==> config.mk <==
export PLATFORM = sky130hd
export DESIGN_NAME = process_tick_scheduler_unit
export DESIGN_NICKNAME = d
export VERILOG_FILES = /design/src/rtl/pts_pkg.sv /design/src/rtl/pts_ctrl.sv /design/src/rtl/pts_datapath.sv /design/src/rtl/process_tick_scheduler_unit.sv
export SDC_FILE = /design/constraint.sdc
export NUM_CORES = 2
export LEC_CHECK = 0
export ABC_AREA = 0
export ABC_CLOCK_PERIOD_IN_PS = 5850
export BUFFER_PORTS_ARGS = -buffer_cell sky130_fd_sc_hd__buf_4
export CORE_MARGIN = 2
export CORE_UTILIZATION = 55
export DETAILED_ROUTE_END_ITERATION = 6
export GPL_ROUTABILITY_DRIVEN = 1
export GPL_TIMING_DRIVEN = 1
export PLACE_DENSITY = 0.7
export SLEW_MARGIN = 30
export SYNTH_ARGS = -nofsm -noshare
export SYNTH_HDL_FRONTEND = slang
export SYNTH_SLANG_ARGS = --single-unit
==> constraint.sdc <==
create_clock -name clk -period 5.85 [get_ports clk]
set_input_delay 0.585 -clock clk [delete_from_list [all_inputs] [get_ports clk]]
set_output_delay 0.585 -clock clk [all_outputs]
set_load 0.05 [all_outputs]
==> src/rtl/pts_pkg.sv <==
// Shared types, codes and constants of the process tick scheduler.
package pts_pkg;

	localparam int MAX_JOBS_DEF = 16;
	localparam logic [15:0] QUANTUM_RST = 16'd500;
	localparam logic [4:0] JOB_COUNT_RST = 5'd16;
	localparam int DATA_W = 20;
	localparam int TICK_W = 32;
	localparam int DONE_W = 5;
	localparam logic [DONE_W-1:0] DONE_MAX = 5'd31;

	typedef enum logic [1:0] {
		POL_FIFO = 2'd0,
		POL_RR   = 2'd1,
		POL_SJF  = 2'd2,
		POL_PSJF = 2'd3
	} policy_t;

	typedef enum logic [1:0] {
		CFG_POLICY  = 2'd0,
		CFG_QUANTUM = 2'd1,
		CFG_JOBS    = 2'd2
	} cfg_reg_t;

	typedef enum logic [4:0] {
		ST_IDLE,
		ST_DISPATCH,
		ST_LOAD,
		ST_RET,
		ST_RET_RING,
		ST_RING_MOD,
		ST_RING_SCAN,
		ST_ARR_INIT,
		ST_ARR,
		ST_SEL,
		ST_SEL_KEY,
		ST_SEL_SCAN,
		ST_RR_DIV,
		ST_RR_CHK,
		ST_COMMIT,
		ST_RUN_RD,
		ST_RUN_WR,
		ST_OUT
	} state_t;

	typedef struct packed {
		logic take;
		logic load_wr;
		logic retire;
		logic ring_none;
		logic ring_init;
		logic ring_sub;
		logic ring_step;
		logic ring_hit;
		logic ring_miss;
		logic ring_rr;
		logic scan_clr;
		logic scan_run;
		logic scan_min;
		logic rd_cur;
		logic sel_init;
		logic sel_key;
		logic pick_ring;
		logic div_init;
		logic div_step;
		logic commit;
		logic run_wr;
		logic out_load;
	} cmd_t;

	typedef struct packed {
		logic func;
		logic ret_cond;
		logic done_ge_n;
		logic rk_ge_n;
		logic rk_elig;
		logic rcnt_last;
		logic scan_done;
		logic cur_valid;
		policy_t policy;
		logic div_last;
		logic div_zero;
		logic run_cond;
		logic out_free;
	} status_t;

endpackage

==> src/rtl/pts_ctrl.sv <==
// Sequencer of the tick scheduler: walks one request through its phases.
module pts_ctrl (
	input  logic              clk,
	input  logic              arst_n,
	input  logic              in_valid,
	output logic              in_ready,
	input  pts_pkg::status_t  st,
	output pts_pkg::cmd_t     cmd
);

	pts_pkg::state_t state_q, state_d;
	logic ring_rr_q, ring_rr_d;

	always_ff @(posedge clk or negedge arst_n) begin
		if (!arst_n) begin
			state_q <= pts_pkg::ST_IDLE;
			ring_rr_q <= 1'b0;
		end else begin
			state_q <= state_d;
			ring_rr_q <= ring_rr_d;
		end
	end

	always_comb begin
		state_d = state_q;
		ring_rr_d = ring_rr_q;
		cmd = '0;
		cmd.ring_rr = ring_rr_q;
		in_ready = 1'b0;
		case (state_q)
			pts_pkg::ST_IDLE: begin
				in_ready = 1'b1;
				if (in_valid) begin
					cmd.take = 1'b1;
					state_d = pts_pkg::ST_DISPATCH;
				end
			end
			pts_pkg::ST_DISPATCH: begin
				state_d = st.func ? pts_pkg::ST_RET : pts_pkg::ST_LOAD;
			end
			pts_pkg::ST_LOAD: begin
				cmd.load_wr = 1'b1;
				state_d = pts_pkg::ST_IDLE;
			end
			pts_pkg::ST_RET: begin
				if (st.ret_cond) begin
					cmd.retire = 1'b1;
					state_d = pts_pkg::ST_RET_RING;
				end else begin
					state_d = pts_pkg::ST_ARR_INIT;
				end
			end
			pts_pkg::ST_RET_RING: begin
				if (st.done_ge_n) begin
					cmd.ring_none = 1'b1;
					state_d = pts_pkg::ST_ARR_INIT;
				end else begin
					cmd.ring_init = 1'b1;
					ring_rr_d = 1'b0;
					state_d = pts_pkg::ST_RING_MOD;
				end
			end
			pts_pkg::ST_RING_MOD: begin
				if (st.rk_ge_n) cmd.ring_sub = 1'b1;
				else state_d = pts_pkg::ST_RING_SCAN;
			end
			pts_pkg::ST_RING_SCAN: begin
				if (st.rk_elig || st.rcnt_last) begin
					cmd.ring_hit = st.rk_elig;
					cmd.ring_miss = !st.rk_elig;
					state_d = ring_rr_q ? pts_pkg::ST_COMMIT : pts_pkg::ST_ARR_INIT;
				end else begin
					cmd.ring_step = 1'b1;
				end
			end
			pts_pkg::ST_ARR_INIT: begin
				cmd.scan_clr = 1'b1;
				state_d = pts_pkg::ST_ARR;
			end
			pts_pkg::ST_ARR: begin
				cmd.scan_run = 1'b1;
				if (st.scan_done) state_d = pts_pkg::ST_SEL;
			end
			pts_pkg::ST_SEL: begin
				if (st.cur_valid && (st.policy == pts_pkg::POL_FIFO ||
						st.policy == pts_pkg::POL_SJF)) begin
					state_d = pts_pkg::ST_RUN_RD;
				end else if (st.policy != pts_pkg::POL_RR) begin
					cmd.sel_init = 1'b1;
					cmd.rd_cur = 1'b1;
					state_d = pts_pkg::ST_SEL_KEY;
				end else if (!st.cur_valid) begin
					cmd.pick_ring = 1'b1;
					state_d = pts_pkg::ST_COMMIT;
				end else begin
					cmd.div_init = 1'b1;
					state_d = pts_pkg::ST_RR_DIV;
				end
			end
			pts_pkg::ST_SEL_KEY: begin
				cmd.sel_key = 1'b1;
				cmd.scan_clr = 1'b1;
				state_d = pts_pkg::ST_SEL_SCAN;
			end
			pts_pkg::ST_SEL_SCAN: begin
				cmd.scan_run = 1'b1;
				cmd.scan_min = 1'b1;
				if (st.scan_done) state_d = pts_pkg::ST_COMMIT;
			end
			pts_pkg::ST_RR_DIV: begin
				cmd.div_step = 1'b1;
				if (st.div_last) state_d = pts_pkg::ST_RR_CHK;
			end
			pts_pkg::ST_RR_CHK: begin
				if (st.div_zero) begin
					cmd.ring_init = 1'b1;
					ring_rr_d = 1'b1;
					state_d = pts_pkg::ST_RING_MOD;
				end else begin
					state_d = pts_pkg::ST_COMMIT;
				end
			end
			pts_pkg::ST_COMMIT: begin
				cmd.commit = 1'b1;
				state_d = pts_pkg::ST_RUN_RD;
			end
			pts_pkg::ST_RUN_RD: begin
				cmd.rd_cur = 1'b1;
				state_d = st.run_cond ? pts_pkg::ST_RUN_WR : pts_pkg::ST_OUT;
			end
			pts_pkg::ST_RUN_WR: begin
				cmd.run_wr = 1'b1;
				state_d = pts_pkg::ST_OUT;
			end
			pts_pkg::ST_OUT: begin
				if (st.out_free) begin
					cmd.out_load = 1'b1;
					state_d = pts_pkg::ST_IDLE;
				end
			end
			default: state_d = pts_pkg::ST_IDLE;
		endcase
	end

endmodule

==> src/rtl/pts_datapath.sv <==
// Job table, scheduler state, scan engine, ring search and remainder unit.
module pts_datapath #(
	parameter int MAX_JOBS = pts_pkg::MAX_JOBS_DEF,
	parameter int SW = $clog2(MAX_JOBS + 1)
) (
	input  logic                          clk,
	input  logic                          arst_n,
	input  pts_pkg::cmd_t                 cmd,
	output pts_pkg::status_t              st,
	input  logic                          func,
	input  logic [pts_pkg::DATA_W-1:0]    ready_time,
	input  logic [pts_pkg::DATA_W-1:0]    work_length,
	input  logic                          cfg_valid,
	output logic                          cfg_ready,
	input  logic [1:0]                    cfg_index,
	input  logic [15:0]                   cfg_data,
	output logic                          out_valid,
	input  logic                          out_ready,
	output logic [pts_pkg::TICK_W-1:0]    tick_index,
	output logic [SW-1:0]                 running_job,
	output logic [pts_pkg::DONE_W-1:0]    jobs_finished,
	output logic                          all_done
);

	localparam int IW = $clog2(MAX_JOBS);
	localparam int CW = (SW > pts_pkg::DONE_W) ? SW : pts_pkg::DONE_W;
	localparam logic [SW-1:0] NONE = SW'(MAX_JOBS);
	localparam int DW = pts_pkg::DATA_W;
	localparam int TW = pts_pkg::TICK_W;

	// configuration
	pts_pkg::policy_t policy_q;
	logic [15:0] quantum_q;
	logic [4:0] jobs_q;

	// job table
	logic [DW-1:0] arr_mem [MAX_JOBS];
	logic [DW-1:0] rem_mem [MAX_JOBS];
	logic [DW-1:0] arr_rd_s1, rem_rd_s1;
	logic [MAX_JOBS-1:0] arrived_q, nz_q, elig;

	// scheduler state
	logic [SW-1:0] cur_q, ring_q, pick_q, org_q, lp_q;
	logic [TW-1:0] clock_q, slice_q;
	logic [pts_pkg::DONE_W-1:0] done_q;

	// latched request
	logic func_q;
	logic [DW-1:0] rt_q, wl_q;

	// scan engine
	logic [SW-1:0] sc_q;
	logic v_s1, stop_q;
	logic [IW-1:0] idx_s1;
	logic [DW-1:0] best_q;
	logic best_vld_q;

	// ring search
	logic [SW:0] rk_q;
	logic [SW-1:0] rcnt_q;

	// remainder unit
	logic [TW-1:0] dn_q;
	logic [15:0] dr_q;
	logic [4:0] dcnt_q;

	// result register
	logic [TW-1:0] tick_q;
	logic [SW-1:0] run_q;
	logic [pts_pkg::DONE_W-1:0] fin_q;
	logic all_q, ov_q;

	logic [SW-1:0] n;
	logic [IW-1:0] cur_idx, lp_idx, rd_addr, rk_idx;
	logic cur_valid, done_ge_n;
	logic [DW-1:0] key;
	logic [TW-1:0] arr_ext;
	logic [15:0] q_eff;
	logic [16:0] dtrial;
	logic [SW:0] rk_inc;

	always_comb begin
		if (jobs_q == 5'd0) n = SW'(1);
		else if (CW'(jobs_q) > CW'(MAX_JOBS)) n = NONE;
		else n = SW'(jobs_q);
	end

	assign cur_idx = cur_q[IW-1:0];
	assign lp_idx = lp_q[IW-1:0];
	assign rk_idx = rk_q[IW-1:0];
	assign rd_addr = cmd.rd_cur ? cur_idx : sc_q[IW-1:0];
	assign cur_valid = (cur_q != NONE);
	assign done_ge_n = (CW'(done_q) >= CW'(n));
	assign key = (policy_q == pts_pkg::POL_FIFO) ? arr_rd_s1 : rem_rd_s1;
	assign arr_ext = TW'(arr_rd_s1);
	assign q_eff = (quantum_q == 16'd0) ? 16'd1 : quantum_q;
	assign dtrial = {dr_q, dn_q[TW-1]};
	assign rk_inc = rk_q + 1'b1;

	always_comb begin
		for (int i = 0; i < MAX_JOBS; i++) begin
			elig[i] = (SW'(i) < n) && arrived_q[i] && nz_q[i];
		end
	end

	always_comb begin
		st.func = func_q;
		st.ret_cond = cur_valid && !nz_q[cur_idx];
		st.done_ge_n = done_ge_n;
		st.rk_ge_n = (rk_q >= (SW+1)'(n));
		st.rk_elig = elig[rk_idx];
		st.rcnt_last = (rcnt_q == n - 1'b1);
		st.scan_done = stop_q || (sc_q >= n && !v_s1);
		st.cur_valid = cur_valid;
		st.policy = policy_q;
		st.div_last = (dcnt_q == 5'd31);
		st.div_zero = (dr_q == 16'd0);
		st.run_cond = cur_valid && nz_q[cur_idx];
		st.out_free = !ov_q || out_ready;
	end

	// configuration port, always ready
	assign cfg_ready = 1'b1;
	always_ff @(posedge clk or negedge arst_n) begin
		if (!arst_n) begin
			policy_q <= pts_pkg::POL_FIFO;
			quantum_q <= pts_pkg::QUANTUM_RST;
			jobs_q <= pts_pkg::JOB_COUNT_RST;
		end else if (cfg_valid) begin
			case (pts_pkg::cfg_reg_t'(cfg_index))
				pts_pkg::CFG_POLICY:  policy_q <= pts_pkg::policy_t'(cfg_data[1:0]);
				pts_pkg::CFG_QUANTUM: quantum_q <= cfg_data;
				pts_pkg::CFG_JOBS:    jobs_q <= cfg_data[4:0];
				default: ;
			endcase
		end
	end

	// memories
	always_ff @(posedge clk) begin
		if (cmd.load_wr && lp_q < NONE) begin
			arr_mem[lp_idx] <= rt_q;
			rem_mem[lp_idx] <= wl_q;
		end else if (cmd.run_wr) begin
			rem_mem[cur_idx] <= rem_rd_s1 - 1'b1;
		end
		arr_rd_s1 <= arr_mem[rd_addr];
		rem_rd_s1 <= rem_mem[rd_addr];
	end

	// request latch, remainder unit, payload of the search
	always_ff @(posedge clk) begin
		if (cmd.take) begin
			func_q <= func;
			rt_q <= ready_time;
			wl_q <= work_length;
		end
		if (cmd.div_init) begin
			dn_q <= clock_q - slice_q;
			dr_q <= '0;
		end else if (cmd.div_step) begin
			dn_q <= {dn_q[TW-2:0], 1'b0};
			dr_q <= (dtrial >= {1'b0, q_eff}) ? 16'(dtrial - {1'b0, q_eff}) : dtrial[15:0];
		end
		if (cmd.sel_key) best_q <= key;
		else if (cmd.scan_min && v_s1 && elig[idx_s1] && (!best_vld_q || key < best_q))
			best_q <= key;
		if (cmd.scan_run && sc_q < n && !stop_q) idx_s1 <= sc_q[IW-1:0];
		if (cmd.ring_init) rk_q <= {1'b0, org_q} + 1'b1;
		else if (cmd.ring_sub) rk_q <= rk_q - (SW+1)'(n);
		else if (cmd.ring_step) rk_q <= (rk_inc == (SW+1)'(n)) ? '0 : rk_inc;
		if (cmd.out_load) begin
			tick_q <= clock_q;
			run_q <= cur_q;
			fin_q <= done_q;
			all_q <= done_ge_n;
		end
	end

	// control state
	always_ff @(posedge clk or negedge arst_n) begin
		if (!arst_n) begin
			arrived_q <= '0;
			nz_q <= '0;
			cur_q <= NONE;
			ring_q <= NONE;
			pick_q <= NONE;
			org_q <= NONE;
			lp_q <= '0;
			clock_q <= '0;
			slice_q <= '0;
			done_q <= '0;
			sc_q <= '0;
			v_s1 <= 1'b0;
			stop_q <= 1'b0;
			best_vld_q <= 1'b0;
			rcnt_q <= '0;
			dcnt_q <= '0;
			ov_q <= 1'b0;
		end else begin
			if (cmd.load_wr && lp_q < NONE) begin
				nz_q[lp_idx] <= (wl_q != '0);
				lp_q <= lp_q + 1'b1;
			end
			if (cmd.retire) begin
				if (done_q < pts_pkg::DONE_MAX) done_q <= done_q + 1'b1;
				arrived_q[cur_idx] <= 1'b0;
				org_q <= cur_q;
				cur_q <= NONE;
			end
			if (cmd.ring_none) ring_q <= NONE;
			if (cmd.ring_init) rcnt_q <= '0;
			if (cmd.ring_step) rcnt_q <= rcnt_q + 1'b1;
			if (cmd.ring_hit) begin
				if (cmd.ring_rr) pick_q <= rk_q[SW-1:0];
				else ring_q <= rk_q[SW-1:0];
			end
			if (cmd.ring_miss && !cmd.ring_rr) ring_q <= NONE;
			// scan engine: issue one slot a cycle, evaluate it the cycle after
			if (cmd.scan_clr) begin
				sc_q <= '0;
				v_s1 <= 1'b0;
				stop_q <= 1'b0;
			end else if (cmd.scan_run) begin
				if (sc_q < n && !stop_q) begin
					v_s1 <= 1'b1;
					sc_q <= sc_q + 1'b1;
				end else begin
					v_s1 <= 1'b0;
				end
				if (v_s1 && !stop_q) begin
					if (cmd.scan_min) begin
						if (elig[idx_s1] && (!best_vld_q || key < best_q)) begin
							pick_q <= SW'(idx_s1);
							best_vld_q <= 1'b1;
						end
					end else begin
						if (arr_ext == clock_q) begin
							arrived_q[idx_s1] <= 1'b1;
							if (!cur_valid && ring_q == NONE) ring_q <= SW'(idx_s1);
						end
						// user must load sorted (not enforced), so later slots are not due
						if (arr_ext > clock_q) stop_q <= 1'b1;
					end
				end
			end
			if (cmd.sel_init) begin
				pick_q <= cur_q;
				best_vld_q <= 1'b0;
			end
			if (cmd.sel_key) best_vld_q <= cur_valid;
			if (cmd.pick_ring) pick_q <= ring_q;
			if (cmd.div_init) begin
				pick_q <= cur_q;
				org_q <= cur_q;
				dcnt_q <= '0;
			end else if (cmd.div_step) begin
				dcnt_q <= dcnt_q + 1'b1;
			end
			if (cmd.commit && pick_q != cur_q) begin
				cur_q <= pick_q;
				slice_q <= clock_q;
			end
			if (cmd.run_wr) nz_q[cur_idx] <= (rem_rd_s1 != DW'(1));
			if (cmd.out_load) begin
				ov_q <= 1'b1;
				clock_q <= clock_q + 1'b1;
			end else if (out_ready) begin
				ov_q <= 1'b0;
			end
		end
	end

	assign out_valid = ov_q;
	assign tick_index = tick_q;
	assign running_job = run_q;
	assign jobs_finished = fin_q;
	assign all_done = all_q;

	a_done_monotone: assert property (@(posedge clk) disable iff (!arst_n)
		1'b1 |=> done_q >= $past(done_q))
		else $error("finished count went down");
	a_scan_idx: assert property (@(posedge clk) disable iff (!arst_n)
		(cmd.scan_run && v_s1) |-> (SW'(idx_s1) < n))
		else $error("scan evaluated a slot beyond the job count");
	a_ring_hit: assert property (@(posedge clk) disable iff (!arst_n)
		cmd.ring_hit |-> (rk_q < (SW+1)'(n)) && elig[rk_idx])
		else $error("ring search hit an ineligible slot");
	a_cur_range: assert property (@(posedge clk) disable iff (!arst_n)
		cmd.commit |=> cur_q <= NONE)
		else $error("running slot out of range");

endmodule

==> src/rtl/process_tick_scheduler_unit.sv <==
// Top level of the process tick scheduler: sequencer plus datapath.
//
//  channel | signals                                   | handshake
//  --------+-------------------------------------------+-----------------------
//  in      | func, ready_time, work_length             | in_valid / in_ready
//  out     | tick_index, running_job, jobs_finished,   | out_valid / out_ready
//          | all_done                                  |
//  cfg     | cfg_index, cfg_data                       | cfg_valid / cfg_ready
//
// A tick request under SJF, PSJF and FIFO with no job running makes one arrival
// scan and one minimum scan over the single read port of the job table, one slot
// a cycle. FIFO and SJF with a running job skip the minimum scan. Under round
// robin with a running job, a 32-step remainder unit checks the quantum in place
// of the minimum scan, followed by a ring search when the slice expires. A
// finished job that retires adds a ring search of its own, with one more step per
// wrap when a lowered job count leaves the old slot past the ring. The arrival
// scan ends early at the first slot not yet due.
// Reset is asynchronous and active low; the job table itself is not cleared.
// The result register holds a tick result until out_ready; the next request is
// taken meanwhile, and a tick waits at its end only if that register is full.
// Configuration writes are always accepted.
module process_tick_scheduler_unit #(
	parameter int MAX_JOBS = pts_pkg::MAX_JOBS_DEF,
	parameter int SW = $clog2(MAX_JOBS + 1)
) (
	input  logic                          clk,
	input  logic                          arst_n,
	input  logic                          in_valid,
	output logic                          in_ready,
	input  logic                          func,
	input  logic [pts_pkg::DATA_W-1:0]    ready_time,
	input  logic [pts_pkg::DATA_W-1:0]    work_length,
	input  logic                          cfg_valid,
	output logic                          cfg_ready,
	input  logic [1:0]                    cfg_index,
	input  logic [15:0]                   cfg_data,
	output logic                          out_valid,
	input  logic                          out_ready,
	output logic [pts_pkg::TICK_W-1:0]    tick_index,
	output logic [SW-1:0]                 running_job,
	output logic [pts_pkg::DONE_W-1:0]    jobs_finished,
	output logic                          all_done
);

	pts_pkg::cmd_t cmd;
	pts_pkg::status_t st;

	// phase sequencer
	pts_ctrl u_ctrl (
		.clk      (clk),
		.arst_n   (arst_n),
		.in_valid (in_valid),
		.in_ready (in_ready),
		.st       (st),
		.cmd      (cmd)
	);

	// job table and scheduler state
	pts_datapath #(
		.MAX_JOBS (MAX_JOBS),
		.SW       (SW)
	) u_dp (
		.clk           (clk),
		.arst_n        (arst_n),
		.cmd           (cmd),
		.st            (st),
		.func          (func),
		.ready_time    (ready_time),
		.work_length   (work_length),
		.cfg_valid     (cfg_valid),
		.cfg_ready     (cfg_ready),
		.cfg_index     (cfg_index),
		.cfg_data      (cfg_data),
		.out_valid     (out_valid),
		.out_ready     (out_ready),
		.tick_index    (tick_index),
		.running_job   (running_job),
		.jobs_finished (jobs_finished),
		.all_done      (all_done)
	);

endmodule
# Yosys cells after proc, flatten, opt, wreduce, memory -nomap -nowiden
# Memories as Yosys holds them, arrays and structs flattened. A register that Yosys moved wholly into a read port is not among the register bits.
# Cells that the tools add are included.
[totals]
memories = 2
latch_bits = 0
elab_cells = 370
ram_bits = 640
romBits = 0
regBits = 336
[memory_table]
columns = ["memory", "words", "word_bits", "rd", "rd_clocked_by_memory_dff", "write_ports", "line_no", "rtl"]
rows = [
  ["u_dp.arr_mem", 16, 20, 1, 1, 1, "pts_datapath.sv:37", "logic [DW-1:0] arr_mem [MAX_JOBS];"],
  ["u_dp.rem_mem", 16, 20, 1, 1, 1, "pts_datapath.sv:38", "logic [DW-1:0] rem_mem [MAX_JOBS];"],
]
[op_classes]
div_mod_pow = 0
add_sub_neg = 13
eq_ne = 40
multipliers = 0
magnitude_cmp = 33
bitwise_logic = 3
muxes = 146
n_reduce_logical = 99
shift = 0
[ops]
columns = ["op", "count"]
rows = [
  ["$mux W5", 41],
  ["$mux W16", 10],
  ["$pmux W5 S17", 1],
  ["$mux W20", 4],
  ["$mux W32", 2],
  ["$mux W1", 58],
  ["$logic_and A1 B1 Y1", 51],
  ["$eq A5 B4 Y1 const B", 8],
  ["$lt A4 B5 Y1 const A", 8],
  ["$add A32 B1 Y32 const B", 1],
  ["$bwmux W16", 2],
  ["$eq A20 B32 Y1", 1],
  ["$gt A20 B32 Y1", 1],
  ["$logic_not A16 Y1", 2],
  ["$sub A32 B32 Y32", 1],
  ["$add A5 B1 Y5 const B", 5],
  ["$mux W6", 4],
  ["$reduce_bool A2 Y1", 11],
  ["$eq A5 B3 Y1 const B", 4],
  ["$eq A5 B5 Y1 const B", 4],
  ["$lt A20 B20 Y1", 1],
  ["$lt A3 B5 Y1 const A", 4],
  ["$lt A4 B5 Y1 const B", 4],
  ["$ne A20 B1 Y1 const B", 1],
  ["48 further kinds", 105],
]

# Logic depth before layout (Yosys ltp)
[logic_depth]
depth_word = 20
mapped_depth = 16

# Cells and area by module
# From an unflattened synthesis, not the netlist that was laid out.
[unflattened]
cells_unflattened = 3064
area_unflattened_um2 = 44859.3
[modules_own_cells]
columns = ["mod", "cells_per_inst", "area_per_inst_um2", "instances"]
rows = [
  ["pts_datapath", 2959, 44114.8, 1],
  ["pts_ctrl", 105, 744.5, 1],
]

# Least setup slack after synthesis
# Ideal clock, no wire load.
[synth_timing]
kind = "register -> register"
start = "reg u_ctrl.state_q[3]"
end = "reg u_dp.clock_q[26]"
required_time_ns = 5.724
path_buffers = 1
path_stages_with_launch = 10
setup_ns = 0.126
arrival_time_ns = 3.670
path_slack_ns = 2.055
cell_sequence = "dfrtp_1 -> nor2_1 -> nand3_1 -> nor2b_1 -> clkbuf_1 -> nand4_1 -> nor4_1 -> and4_1 -> nand2_1 -> xnor2_1"
[synth_rtl]
columns = ["item", "line_no", "rtl"]
rows = [
  ["start: declaration", "pts_ctrl.sv:11", "pts_pkg::state_t state_q, state_d;"],
  ["start signal: assignment", "pts_ctrl.sv:16", "state_q <= pts_pkg::ST_IDLE;"],
  ["start signal: assignment", "pts_ctrl.sv:19", "state_q <= state_d;"],
  ["end signal: assignment", "pts_datapath.sv:267", "clock_q <= clock_q + 1'b1;"],
  ["end: declaration", "pts_datapath.sv:44", "logic [TW-1:0] clock_q, slice_q;"],
]

# Worst setup path in the final report
[layout_timing]
start = "reg u_dp.cur_q[1]"
end = "reg u_dp.rem_rd_s1[7], read port of u_dp.rem_mem"
[layout_via]
elab_chain_cells = 5
[layout_lines]
columns = ["item", "line_no", "rtl"]
rows = [
  ["start: declaration", "pts_datapath.sv:43", "logic [SW-1:0] cur_q, ring_q, pick_q, org_q, lp_q;"],
  ["start signal: assignment", "pts_datapath.sv:261", "cur_q <= pick_q;"],
  ["$ne A5 B5 Y1", "pts_datapath.sv:92", "assign cur_valid = (cur_q != NONE);"],
  ["$logic_and A1 B1 Y1", "pts_ctrl.sv:85", "if (st.cur_valid && (st.policy == pts_pkg::POL_FIFO ||"],
  ["$mux W2", "pts_ctrl.sv:85", ""],
  ["$pmux W1 S2", "pts_ctrl.sv:30", "case (state_q)"],
  ["$mux W4 (*)", "pts_datapath.sv:91", "assign rd_addr = cmd.rd_cur ? cur_idx : sc_q[IW-1:0];"],
  ["end: declaration", "pts_datapath.sv:39", "logic [DW-1:0] arr_rd_s1, rem_rd_s1;"],
]
# Mark *: on every way between the ends. The rest lies on a longest branch, timed or not.
# A chain may end at the register's enable or synchronous reset.

==> reports/qor.txt <==
number of nets in the layout: 3581
area delta synth->final: 13.8%
path length in cells of the critical path: 9
WP data arrival: 4.96 ns
number of standard-cell rows in the floorplan: 104
number of flops mapped to enable cells by yosys: 786
antenna violations before repair: 1
syn nets: 3438
core area: 0.0804 mm²
IO Pins: 110
count of buffers from port buffering: 108
Clk Latency, worst-skew pair: 0.68 ns
number of global-route vias before repair: 27.6k
worst slew pin tran: 1.02 ns
cell class contributing the biggest share of worst-path delay: compound AO/OA/AOI/OAI gates
clock transition at the registers of the reported paths: 0.06 ns
CTS H-Tree Depth: 3
area taken by flip-flops and latches: 0.0291 mm²
startpoint of the worst setup timing path: u_dp.cur_q[1]
leak pwr: 20.2 nW
result of the run: finished, final reports clean
Post-Synthesis Cell Area: 0.0446 mm²
final count of pins violating max slew: 0
TritonCTS clock tree: built
overall power consumption: 20.9 mW
Min-Delay Path Depth: 1
aggregate routed wire length: 113000 µm
DRT iter0 DRCs: 2395
mean area per synthesized cell: 13.7 µm²
final design instance area without fill: 0.0507 mm²
# setup viols final: 0
sequential element share of the synthesized area: 65.3%
number of unique standard cell types used by synthesis: 87
Period Utilization, post-route: 75.5%
critical path start-end classification: register to register
Hold Crit Start: ready_time[8]
Vias per Instance: 6.22
Peak supply drop: 0.260 mV
cell area power density: 411 mW/mm²
maximum number of pins on one net before global-route repair: 95
routed length on met3: 7560 µm
starting utilization of the core area: 55.4%
number of vias in the routed layout: 28.3k
list of cells traversed by the critical path: nor4_1, nand2_1, o21ai_2, a32oi_4, mux2i_4, buf_12, mux2i_1, o22ai_1, or4_1
Reg2Reg Depth: 9
buffers and inverters on the worst path: 1
Ant. Diodes: 0
antenna-violating nets left: 0
fill cell count: 5954
startpoint type of the worst setup path: register
count of maximum capacitance violations: 0
summed negative setup slack over all endpoints: 0 ns
Final Hold Viols: 0
Final Skew: 0.0540 ns
kind of capture point of the worst setup path: register
routed metal-1 wirelength: 46100 µm
global route overflow: 0
Clock Tree Buf Depth: 3
GP Congestion: 0.942
Max Fanout on Critical Path: 94
height of the die: 289 µm
global-route wire length before repair: 169000 µm
worst slew margin relative to its limit: 32.0%
Total GRT Usage: 26.9%
dominant synthesized flop cell: sky130_fd_sc_hd__edfxtp_1
met2 layer wire length in the routed design: 55300 µm
Worst R2R Start: u_dp.cur_q[1]
Top Layer Used: met4
die outline area: 0.0833 mm²
# DRC: 0
Resized Gates After CTS: 0
Yosys Warn Count: 0
detailed-placement wirelength estimate: 71800 µm
path type of the worst min-delay path: primary input to register
post-CTS setup-driven buffer insertion count: 0
async set-reset flop share out of synthesis: 17.1%
fraction of final layout cells sized beyond drive strength 1: 14.3%
instance area after placement: 0.0472 mm²
count of clock tree sinks: 1016
data required time of the worst path: 6.39 ns
TritonCTS Buffers: 103
Die Width: 289 µm
hold-fix buffers at CTS: 1
RSZ-0062 raised after global routing: no
Synth Instances: 3255
highest cell delay on the worst timing path: 0.80 ns
post-synthesis register bit count: 1016
Max Clock Freq: 226 MHz
cell with the largest stage delay on the worst path: sky130_fd_sc_hd__dfrtp_1
Multi-input gate area: 0.0148 mm²
detailed-route wire length per cell: 24.8 µm
root buffer selected by CTS: sky130_fd_sc_hd__clkbuf_16
Final Critical Period: 4.42 ns
DRT Pass-1 Iters: 7
report_power, final:
group | switching (mW) | total (mW) | leakage (nW) | internal, mW
registers | 0.925 | 9.51 | 9.86 | 8.59
logic | 2.80 | 4.82 | 8.74 | 2.02
clock network | 2.74 | 6.52 | 1.64 | 3.78
cell usage after synthesis (all sizes together), types with 9 or more instances:
cell / n / area [µm²]
edfxtp: 786 / 23600
mux2i: 347 / 3470
nand2: 201 / 754
o22ai: 168 / 1050
dfrtp: 163 / 4080
o21ai: 149 / 749
nor2: 139 / 524
inv: 128 / 480
ha: 116 / 1450
clkbuf: 95 / 357
a21oi: 85 / 425
xnor2: 85 / 744
mux2: 67 / 754
nand3: 62 / 315
dfxtp: 56 / 1120
nor3: 50 / 250
buf: 49 / 244
or4: 47 / 353
nor2b: 36 / 228
nor4: 32 / 221
a21o: 31 / 233
xor2: 31 / 272
nand4: 28 / 175
nand2b: 24 / 153
o31ai: 24 / 185
o21a: 23 / 173
a31oi: 18 / 119
a221oi: 16 / 140
and3: 16 / 100
o211ai: 12 / 90.1
dfstp: 11 / 289
nor3b: 11 / 82.6
and2: 9 / 56.3
or3: 9 / 56.3
layer usage:
metal	track usage (%)	up-vias
met5	0	-
met4	10.5	0
met3	3.36	226
met2	45.0	1129
met1	36.2	14200
li1	-	12700
registers in the layout (all words and copies together) (netlist names), 20 cells and up:
signal	count
u_dp.arr_mem	320
u_dp.arr_rd_s1	20
u_dp.best_q	20
u_dp.clock_q	32
u_dp.dn_q	32
u_dp.rem_mem	320
u_dp.rem_rd_s1	20
u_dp.rt_q	20
u_dp.slice_q	32
u_dp.tick_index	32
u_dp.wl_q	20
stage by stage:
| stage | hold slack [ns] | std cells | utilization [%] | setup slack [ns] |
|---|---|---|---|---|
| 3_3_place_gp | 0.466 | 4346 | 58.6 | 1.64 |
| 5_1_grt | 0.0592 | 4547 | 63.1 | 1.20 |
| 2_1_floorplan | 0.289 | 3255 | - | 2.05 |
| 6_report | 0.0803 | 4547 | 63.1 | 1.43 |
| 4_1_cts | 0.0400 | 4542 | 62.9 | 1.50 |
| 3_5_place_dp | 0.471 | 4347 | 58.7 | 1.52 |
layout make-up:
class / count / share of cell area, %
Sequential cell: 1016 / 57.3
Multi-Input combinational cell: 1966 / 29.3
Clock buffer: 155 / 5.76
Timing Repair Buffer: 182 / 3.16
Tap cell: 1060 / 2.61
Inverter: 129 / 0.954
Clock inverter: 39 / 0.917
path summary, 6_finish.rpt:
path                                     end  slack, ns
max reg2reg                u_dp.rem_rd_s1[7]       1.43
max                        u_dp.rem_rd_s1[7]       1.43
max in group asynchronous       u_dp.sc_q[1]       4.02
min                             u_dp.rt_q[8]       0.08
min reg2reg                  u_dp.slice_q[5]       0.48
min in group asynchronous     u_dp.done_q[3]       0.50
layout by cell type, fill, tap and decap left out, types with 10 or more instances in the layout:
| cell type | instances |
|---|---|
| sky130_fd_sc_hd__a21o_1 | 31 |
| sky130_fd_sc_hd__a21oi_1 | 80 |
| sky130_fd_sc_hd__a221oi_1 | 16 |
| sky130_fd_sc_hd__a31oi_1 | 10 |
| sky130_fd_sc_hd__and3_1 | 15 |
| sky130_fd_sc_hd__buf_12 | 11 |
| sky130_fd_sc_hd__buf_4 | 163 |
| sky130_fd_sc_hd__clkbuf_1 | 38 |
| sky130_fd_sc_hd__clkbuf_16 | 104 |
| sky130_fd_sc_hd__clkbuf_8 | 13 |
| sky130_fd_sc_hd__clkinv_1 | 14 |
| sky130_fd_sc_hd__dfrtp_1 | 163 |
| sky130_fd_sc_hd__dfstp_2 | 11 |
| sky130_fd_sc_hd__dfxtp_1 | 56 |
| sky130_fd_sc_hd__edfxtp_1 | 786 |
| sky130_fd_sc_hd__ha_1 | 116 |
| sky130_fd_sc_hd__inv_1 | 128 |
| sky130_fd_sc_hd__mux2_2 | 65 |
| sky130_fd_sc_hd__mux2i_1 | 346 |
| sky130_fd_sc_hd__nand2_1 | 200 |
| sky130_fd_sc_hd__nand2b_1 | 23 |
| sky130_fd_sc_hd__nand3_1 | 61 |
| sky130_fd_sc_hd__nand4_1 | 28 |
| sky130_fd_sc_hd__nor2_1 | 109 |
| sky130_fd_sc_hd__nor2_2 | 13 |
| sky130_fd_sc_hd__nor2_4 | 17 |
| sky130_fd_sc_hd__nor2b_1 | 32 |
| sky130_fd_sc_hd__nor3_1 | 44 |
| sky130_fd_sc_hd__nor3b_1 | 11 |
| sky130_fd_sc_hd__nor4_1 | 28 |
| sky130_fd_sc_hd__o211ai_1 | 12 |
| sky130_fd_sc_hd__o21a_1 | 23 |
| sky130_fd_sc_hd__o21ai_0 | 141 |
| sky130_fd_sc_hd__o22ai_1 | 168 |
| sky130_fd_sc_hd__o31ai_1 | 22 |
| sky130_fd_sc_hd__or4_1 | 47 |
| sky130_fd_sc_hd__xnor2_1 | 85 |
| sky130_fd_sc_hd__xor2_1 | 31 |
cells by family (layout without fill, tap and decap cells):
group,count (synthesis),in the layout,synth area share [%]
XOR/XNOR,116,116,2.28
adder cells (fa/ha/maj),119,119,3.39
AO/OA/AOI/OAI,615,615,8.88
multiplexers,422,422,9.89
AND/OR/NAND/NOR,693,693,7.85
buffers and inverters,273,505,2.43
other,1,1,0.00841
flip-flops,1016,1016,65.3
Note: power is estimated with default switching activity, not from simulation.
